### src/celi_pkg.sv
// ----------------------------------------------------------------------------
// celi_pkg
// shared widths, types and codes for the cell edge coverage pipeline
// ----------------------------------------------------------------------------
package celi_pkg;

    localparam int COORD_W  = 32;   // signed q16.16 coordinates
    localparam int LEN_W    = 24;   // unsigned q8.16 radius and cell side
    localparam int OUT_W    = 26;   // unsigned q10.16 covered length
    localparam int CLASS_W  = 2;
    localparam int LANES    = 4;    // one lane per cell edge
    localparam int POS_W    = 31;   // chord centre along an edge, doubled units
    localparam int SQ_W     = 57;   // squared corner offset, doubled units
    localparam int RAD_W    = 50;   // radicand r^2 - p^2
    localparam int ROOT_W   = RAD_W / 2;
    localparam int CHORD_W  = LEN_W + 1;
    localparam int PADDR_W  = 3;
    localparam int PDATA_W  = 32;

    localparam logic [LEN_W-1:0] CELL_SIZE_RESET = LEN_W'(65536);

    // register index taken from paddr word bits
    localparam logic [PADDR_W-3:0] REG_CELL_SIZE = '0;

    typedef enum logic [CLASS_W-1:0] {
        COV_FAR     = 2'd0,
        COV_PARTIAL = 2'd1,
        COV_FULL    = 2'd2
    } cov_class_t;

    // per item data that rides alongside the edge lanes
    typedef struct packed {
        logic                         far_hit;
        logic                         full_hit;
        logic [LEN_W-1:0]             side;
        logic [LANES-1:0]             hit;
        logic [LANES-1:0][POS_W-1:0]  pos;
    } celi_side_t;

endpackage

### src/celi_finish.sv
// ----------------------------------------------------------------------------
// celi_finish
// chord clipping, sum, rounding, saturation and class select (3 stages)
// ----------------------------------------------------------------------------
module celi_finish
(
    input  logic                                               clk,
    input  logic                                               rst_n,
    input  logic                                               in_valid,
    output logic                                               in_ready,
    input  celi_pkg::celi_side_t                               in_side,
    input  logic [celi_pkg::LANES-1:0][celi_pkg::ROOT_W-1:0]   in_root,
    output logic                                               out_valid,
    input  logic                                               out_ready,
    output logic [celi_pkg::OUT_W-1:0]                         covered_length,
    output celi_pkg::cov_class_t                               coverage_class
);

    localparam int N  = 3;
    localparam int NL = celi_pkg::LANES;
    localparam int DW = 32;
    localparam int CW = celi_pkg::CHORD_W;
    localparam int LW = celi_pkg::LEN_W;
    localparam int OW = celi_pkg::OUT_W;
    localparam int SW = CW + 2;

    logic [N-1:0] v_reg;
    logic [N-1:0] en;

    logic signed [DW-1:0]   lo_reg [NL];
    logic signed [DW-1:0]   hi_reg [NL];
    celi_pkg::celi_side_t   side1_reg;
    logic [NL-1:0][CW-1:0]  chord_reg;
    logic                   far2_reg, full2_reg;
    logic [LW-1:0]          s2_reg;

    logic signed [DW-1:0]   lo_raw [NL];
    logic signed [DW-1:0]   hi_raw [NL];
    logic signed [DW-1:0]   edge_len;
    logic signed [DW-1:0]   diff [NL];
    logic [SW-1:0]          sum;
    logic [OW-1:0]          half, four_s;

    always_comb
    begin
        en[N-1] = !v_reg[N-1] || out_ready;
        for (int k = N - 2; k >= 0; k--)
        begin
            en[k] = !v_reg[k] || en[k+1];
        end
    end

    assign in_ready  = en[0];
    assign out_valid = v_reg[N-1];

    always_ff @(posedge clk or negedge rst_n)
    begin
        if (!rst_n)
        begin
            v_reg <= '0;
        end
        else
        begin
            if (en[0])
            begin
                v_reg[0] <= in_valid;
            end
            for (int k = 1; k < N; k++)
            begin
                if (en[k])
                begin
                    v_reg[k] <= v_reg[k-1];
                end
            end
        end
    end

    // stage 1: chord ends clipped to the edge
    always_comb
    begin
        edge_len = $signed({{(DW-LW-1){1'b0}}, in_side.side, 1'b0});
        for (int l = 0; l < NL; l++)
        begin
            lo_raw[l] = DW'($signed(in_side.pos[l])) - $signed(DW'(in_root[l]));
            hi_raw[l] = DW'($signed(in_side.pos[l])) + $signed(DW'(in_root[l]));
        end
    end

    always_ff @(posedge clk)
    begin
        if (en[0])
        begin
            side1_reg <= in_side;
            for (int l = 0; l < NL; l++)
            begin
                lo_reg[l] <= (lo_raw[l] < 0) ? '0 : lo_raw[l];
                hi_reg[l] <= (hi_raw[l] > edge_len) ? edge_len : hi_raw[l];
            end
        end
    end

    // stage 2: clipped chord length per edge
    always_comb
    begin
        for (int l = 0; l < NL; l++)
        begin
            diff[l] = hi_reg[l] - lo_reg[l];
        end
    end

    always_ff @(posedge clk)
    begin
        if (en[1])
        begin
            far2_reg  <= side1_reg.far_hit;
            full2_reg <= side1_reg.full_hit;
            s2_reg    <= side1_reg.side;
            for (int l = 0; l < NL; l++)
            begin
                chord_reg[l] <= (side1_reg.hit[l] && (hi_reg[l] > lo_reg[l]))
                              ? diff[l][CW-1:0] : '0;
            end
        end
    end

    // stage 3: halve with round half up, saturate, pick class
    always_comb
    begin
        sum = SW'(1);
        for (int l = 0; l < NL; l++)
        begin
            sum = sum + SW'(chord_reg[l]);
        end
        half   = sum[SW-1:1];
        four_s = {s2_reg, 2'b00};
    end

    always_ff @(posedge clk)
    begin
        if (en[2])
        begin
            if (far2_reg)
            begin
                covered_length <= '0;
                coverage_class <= celi_pkg::COV_FAR;
            end
            else if (full2_reg)
            begin
                covered_length <= four_s;
                coverage_class <= celi_pkg::COV_FULL;
            end
            else
            begin
                covered_length <= (half > four_s) ? four_s : half;
                coverage_class <= celi_pkg::COV_PARTIAL;
            end
        end
    end

endmodule

### config.mk
export PLATFORM = sky130hd
export DESIGN_NAME = celi_finish
export DESIGN_NICKNAME = d
export VERILOG_FILES = /design/src/celi_pkg.sv /design/src/celi_finish.sv
export SDC_FILE = /design/constraint.sdc
export NUM_CORES = 1
export LEC_CHECK = 0
export ABC_AREA = 1
export BUFFER_PORTS_ARGS = -buffer_cell sky130_fd_sc_hd__buf_2
export CAP_MARGIN = 20
export CORE_ASPECT_RATIO = 1.75
export CORE_MARGIN = 4
export CORE_UTILIZATION = 63
export DETAILED_ROUTE_END_ITERATION = 8
export PLACE_DENSITY = 0.84
export SLEW_MARGIN = 20
export SYNTH_ARGS = -nofsm -noshare
export SYNTH_HDL_FRONTEND = slang
export SYNTH_SLANG_ARGS = --single-unit
export TNS_END_PERCENT = 50
### constraint.sdc
create_clock -name clk -period 10.3 [get_ports clk]
set_input_delay 1.03 -clock clk [delete_from_list [all_inputs] [get_ports clk]]
set_output_delay 1.03 -clock clk [all_outputs]
set_load 0.01 [all_outputs]
# == Word level (Yosys, flattened, before mapping) ==
# Memory sizes are Yosys's and may differ from the RTL's.
# Index checks and enable logic that the tools add are counted.
# classes
addsub,16
mul,0
div_mod_pow,0
magnitude_cmp,13
eq_ne,0
n_shift,0
muxes,13
bitwise,0
reduce_logical,11
# op_table
op,n
32-bit 2-to-1 mux,8
31-bit by 26-bit adder with 32-bit output,4
32-bit by 26-bit > comparator with 1-bit output,4
32-bit > comparator,4
32-bit by 1-bit < comparator with 1-bit output (second input constant),4
31-bit by 26-bit subtractor with 32-bit output,4
25-bit subtractor,4
27-bit by 25-bit adder with 27-bit output,2
26-bit 2-to-1 mux,2
26-bit by 25-bit adder with 27-bit output,1
1-bit by 25-bit adder with 26-bit output (first input constant),1
26-bit > comparator,1
1-bit logical AND,4
1-bit logical NOT,3
1-bit logical OR,3
3-bit OR reduction,1
1-bit 2-to-1 mux,2
2-bit 2-to-1 mux,1
# word_totals
regBits,187
latchBits,0
ramBits,256
romBits,0
input_bits,258
output_inout_bits,30
memories,2
# mem_list
memory,depth,width,read_ports,rd_clocked_by_memory_dff,write_ports,line,source
hi_reg,4,32,4,0,4,celi_finish.sv:31,logic signed [DW-1:0] hi_reg [NL];
lo_reg,4,32,4,0,4,celi_finish.sv:30,logic signed [DW-1:0] lo_reg [NL];

# == Depth between registers and ports, before layout ==
# logic_depth
ltp_word,7
depth_mapped,30

# == Least setup slack after synthesis ==
# OpenSTA, ideal clock, no wires.
# synth_path
path_kind,input -> output
startpoint,input out_ready
endpoint,output in_ready
arrival_ns,7.841
t_required_ns,9.270
setup_slack_ns,1.429
stages,4
n_path_buf,0
path_cell_list,inv_1 -> nand2_1 -> nor2_1 -> nand2_1
# synth_between
elab_chain_len,3
# synth_rtl
element,line,source
from (decl),celi_finish.sv:14,"input logic out_ready,"
1-bit logical OR,celi_finish.sv:46,en[N-1] = !v_reg[N-1] || out_ready;
net en[2],celi_finish.sv:28,logic [N-1:0] en;
1-bit logical OR (2 in a row),celi_finish.sv:49,en[k] = !v_reg[k] || en[k+1];
to (decl),celi_finish.sv:10,"output logic in_ready,"
# The timed path passes the listed nets, and every way through them passes these cells.

# == Worst setup path after layout ==
# layout_path
startpoint,register chord_reg[1] in the netlist's numbering
endpoint,register covered_length[16] in the netlist's numbering (data pin)
# layout_between
elab_chain_len,7
# layout_rtl
element,line,source
from (decl),celi_finish.sv:33,logic [NL-1:0][CW-1:0] chord_reg;
"from (signal, indexed assignment)",celi_finish.sv:120,chord_reg[l] <= (side1_reg.hit[l] && (hi_reg[l] > lo_reg[l]))
1-bit by 25-bit adder with 26-bit output (*),celi_finish.sv:132,sum = sum + SW'(chord_reg[l]);
26-bit by 25-bit adder with 27-bit output (*),celi_finish.sv:132,
27-bit by 25-bit adder with 27-bit output (*) (2 in a row),celi_finish.sv:132,
26-bit > comparator,celi_finish.sv:154,covered_length <= (half > four_s) ? four_s : half;
26-bit 2-to-1 mux (*),celi_finish.sv:154,
26-bit 2-to-1 mux (*),celi_finish.sv:147,else if (full2_reg)
to (signal assigned),celi_finish.sv:149,covered_length <= four_s;
to (signal assigned),celi_finish.sv:154,
to (decl),celi_finish.sv:15,"output logic [celi_pkg::OUT_W-1:0] covered_length,"
# Mark *: on every way between the ends. The rest lies on a longest branch, timed or not.
# A chain may end at the register's enable or synchronous reset.

==> impl_metrics.csv <==
group,metric,value,unit
status,status,"complete, no violations",
power,ir_drop,0.141,mV
synth,synth_top_area_frac,0.312,
global_routing,grt_pass1_wl,213000,µm
worst_setup_path,critPathMaxStageDelay,0.77,ns
clock_network,hold_buffers,0,
cells_and_area,nets,6633,
worst_setup_path,path_class,"reg2reg",
clock_network,cts_resized,0,
worst_setup_path,critPathMaxFanout,29,
worst_setup_path,rr_endpoint,"covered_length[16]",
worst_setup_path,critPathTopFamily,"simple AND/OR/NAND/NOR gates",
sta,worstMarginPinSlew,1.02,ns
sta,tns,0,ns
die,fp.dieArea,70900,µm²
clock_network,clock-sinks,439,
clock_network,numCtsBuffers,41,
routing,drt-initial-drc-count,3308,
worst_setup_path,r2r.worst_path.cells,21,
synth,ys_seq_elements,439,
routing,postRouteAntennaNets,0,
cells_and_area,drive_above_1_share,0.0917,
global_routing,grt_antenna_before_repair,1,
synth,synth_edf_count,436,
placement,dpl-instance-area,43900,µm²
placement,dpl_worst_slack,4.07,ns
clock_network,postCtsSetupBuffers,0,
worst_setup_path,critPathLaunch,"chord_reg[1]",
die,pin_count,288,
cells_and_area,layout_common_cells,"nand2_1 (1228), inv_1 (888), nor2_1 (581)",
die,core,65600,µm²
global_routing,grt_max_degree,170,
cells_and_area,final_area,45300,µm²
worst_setup_path,r2r_slack,3.91,ns
routing,via_per_inst,5.87,
sta,final-hold-violation-count,0,
routing,num_vias,39668,
clock_network,clockBufferDepth,3,
synth,synthFlopType,"edfxtp_1",
synth,yosysUniqueCellTypes,53,
routing,wirelength,142000,µm
die,rows,124,
die,die_x,203,µm
clock_network,root_buffer,"clkbuf_16",
synth,synth.top_cells.by_area,"edfxtp_1 (31%), ha_1 (14%), nand2_1 (11%)",
cells_and_area,fillers,5704,
die,start_util,0.638,
worst_setup_path,cpMostUsedCell,"nand2_1",
routing,firstDrtPassIters,6,
clock_network,cts_tree,"built",
sta,maxSlewHeadroom,0.320,
sta,clock.fmax,156,MHz
hold_path,hold_path_class,"in2async",
cells_and_area,utilization,0.691,
sta,rsz0062_at_grt,"no",
clock_network,clk_pin_slew,0.07,ns
worst_setup_path,cp.arrival,6.72,ns
worst_setup_path,cp-start-kind,"register",
synth,syn_nets,6413,
worst_setup_path,worstSetupEndpoint,"covered_length[16]",
clock_network,htreeDepth,2,
global_routing,gr-usage-all-layers,0.389,
worst_setup_path,path_buf_inv,2,
power,leakage,22.6,nW
placement,io_buffers,287,
power,power_density,198,nW/µm²
sta,fin_skew,0.0330,ns
synth,seq_area_frac_synth,0.314,
worst_setup_path,r2r_start,"chord_reg[1]",
worst_setup_path,cp.required,10.62,ns
cells_and_area,final_common_cell,"nand2_1",
synth,syn_area,41900,µm²
synth,synth_cells,5623,
routing,wl_per_cell,21.0,µm
power,power,0.00899,W
placement,gp_congestion,1.06,
global_routing,grt_pass1_vias,39038,
cells_and_area,area_growth,8.21,%
cells_and_area,largest_register_ffs,128,
sta,period_needed,6.39,ns
worst_setup_path,cp.depth,21,
worst_setup_path,worstSetupEndpointType,"register",
routing,drc,0,
global_routing,grt_overflow,0,
die,die_height,349,µm
run,drv_cap,0,
synth,async_reset_ff_frac,0.00683,
synth,yosys_warnings,0,
synth,yosysTopAreaCell,"edfxtp_1",
placement,hpwl,115000,µm
sta,setup_viol,0,
worst_setup_path,slowest_stage,"nand2_1",
sta,timing.final.crit_share,0.621,
sta,drv_slew,0,
sta,fin_ws,3.91,ns
worst_setup_path,path_cells,"fa_1 -> inv_1 -> fa_1 -> inv_1 -> ha_1 -> fa_1 -> a21oi_1 -> o21ai_0 -> nand3_1 -> nand2_1 -> nand4_1 -> o211ai_1 -> xor2_1 -> ha_1 -> nand2_1 -> nor4_1 -> nand4_1 -> nand2_1 -> nand2_1 -> o21bai_1 -> nor2_1",
clock_network,clock_latency,0.61,ns
synth,syn_avg_cell_area,7.45,µm²
final cells by class:
class / instances / area (µm²) / area share
well taps: 882 / 1100 / 0.0243
repair buffers: 299 / 1540 / 0.0339
clock inverters: 28 / 389 / 0.00858
inverters: 958 / 3600 / 0.0794
multi-input cells: 4104 / 24500 / 0.540
flip-flops and latches: 439 / 13200 / 0.290
diodes: 4 / 10.0 / 0.000221
clock buffers: 48 / 1050 / 0.0232
cell usage after synthesis, drive strengths merged (16+ instances only):
cell / n
clkbuf: 16
fa: 61
a21boi: 19
nand4: 79
nor2: 605
a21o: 27
xor2: 187
or2: 43
edfxtp: 436
a31oi: 34
buf: 106
nand2: 1239
nand3: 297
a21oi: 537
ha: 471
inv: 952
nor3: 80
xnor2: 41
o21bai: 56
o21ai: 227
nor4: 22
power by group:
| part | switching (W) | leakage (nW) | internal, W |
|---|---|---|---|
| registers | 0.000134 | 4.74 | 0.00237 |
| clock network | 0.000728 | 0.688 | 0.000927 |
| logic | 0.00320 | 17.2 | 0.00163 |
| total | 0.00406 | 22.6 | 0.00493 |
worst min path at each step:
stage                    from    endpoint  slack [ns]  cells past startpoint
2_1_floorplan  side1_reg[153]    far2_reg        0.40                      0
3_3_place_gp   side1_reg[141]  s2_reg[13]        0.40                      0
3_5_place_dp   side1_reg[140]  s2_reg[12]        0.41                      0
4_1_cts                 rst_n    v_reg[2]        0.23                      1
5_1_grt                 rst_n    v_reg[0]        0.23                      1
6_report                rst_n    v_reg[0]        0.24                      1
per-layer routing:
metal | vias up | track usage | share of wire
li1 | 18894 | - | -
met1 | 18216 | 0.412 | 0.34
met2 | 1956 | 0.683 | 0.48
met3 | 602 | 0.0603 | 0.077
met4 | 0 | 0.314 | 0.10
met5 | - | 0 | 0
stage by stage:
stage	instances	hold WS (ns)
floorplan	5623	0.400
global placement	6682	0.401
detailed placement	6682	0.405
CTS	6758	0.226
global route	6758	0.230
finish	6762	0.237
cells by family after synthesis:
| group | after synthesis | synth area share |
|---|---|---|
| AO/OA/AOI/OAI | 960 | 0.127 |
| AND/OR/NAND/NOR | 2384 | 0.239 |
| flip-flops | 439 | 0.314 |
| adder cells (fa/ha/maj) | 532 | 0.170 |
| XOR/XNOR | 228 | 0.0477 |
| buffers and inverters | 1080 | 0.102 |
Power figures use the tool's default switching activity.
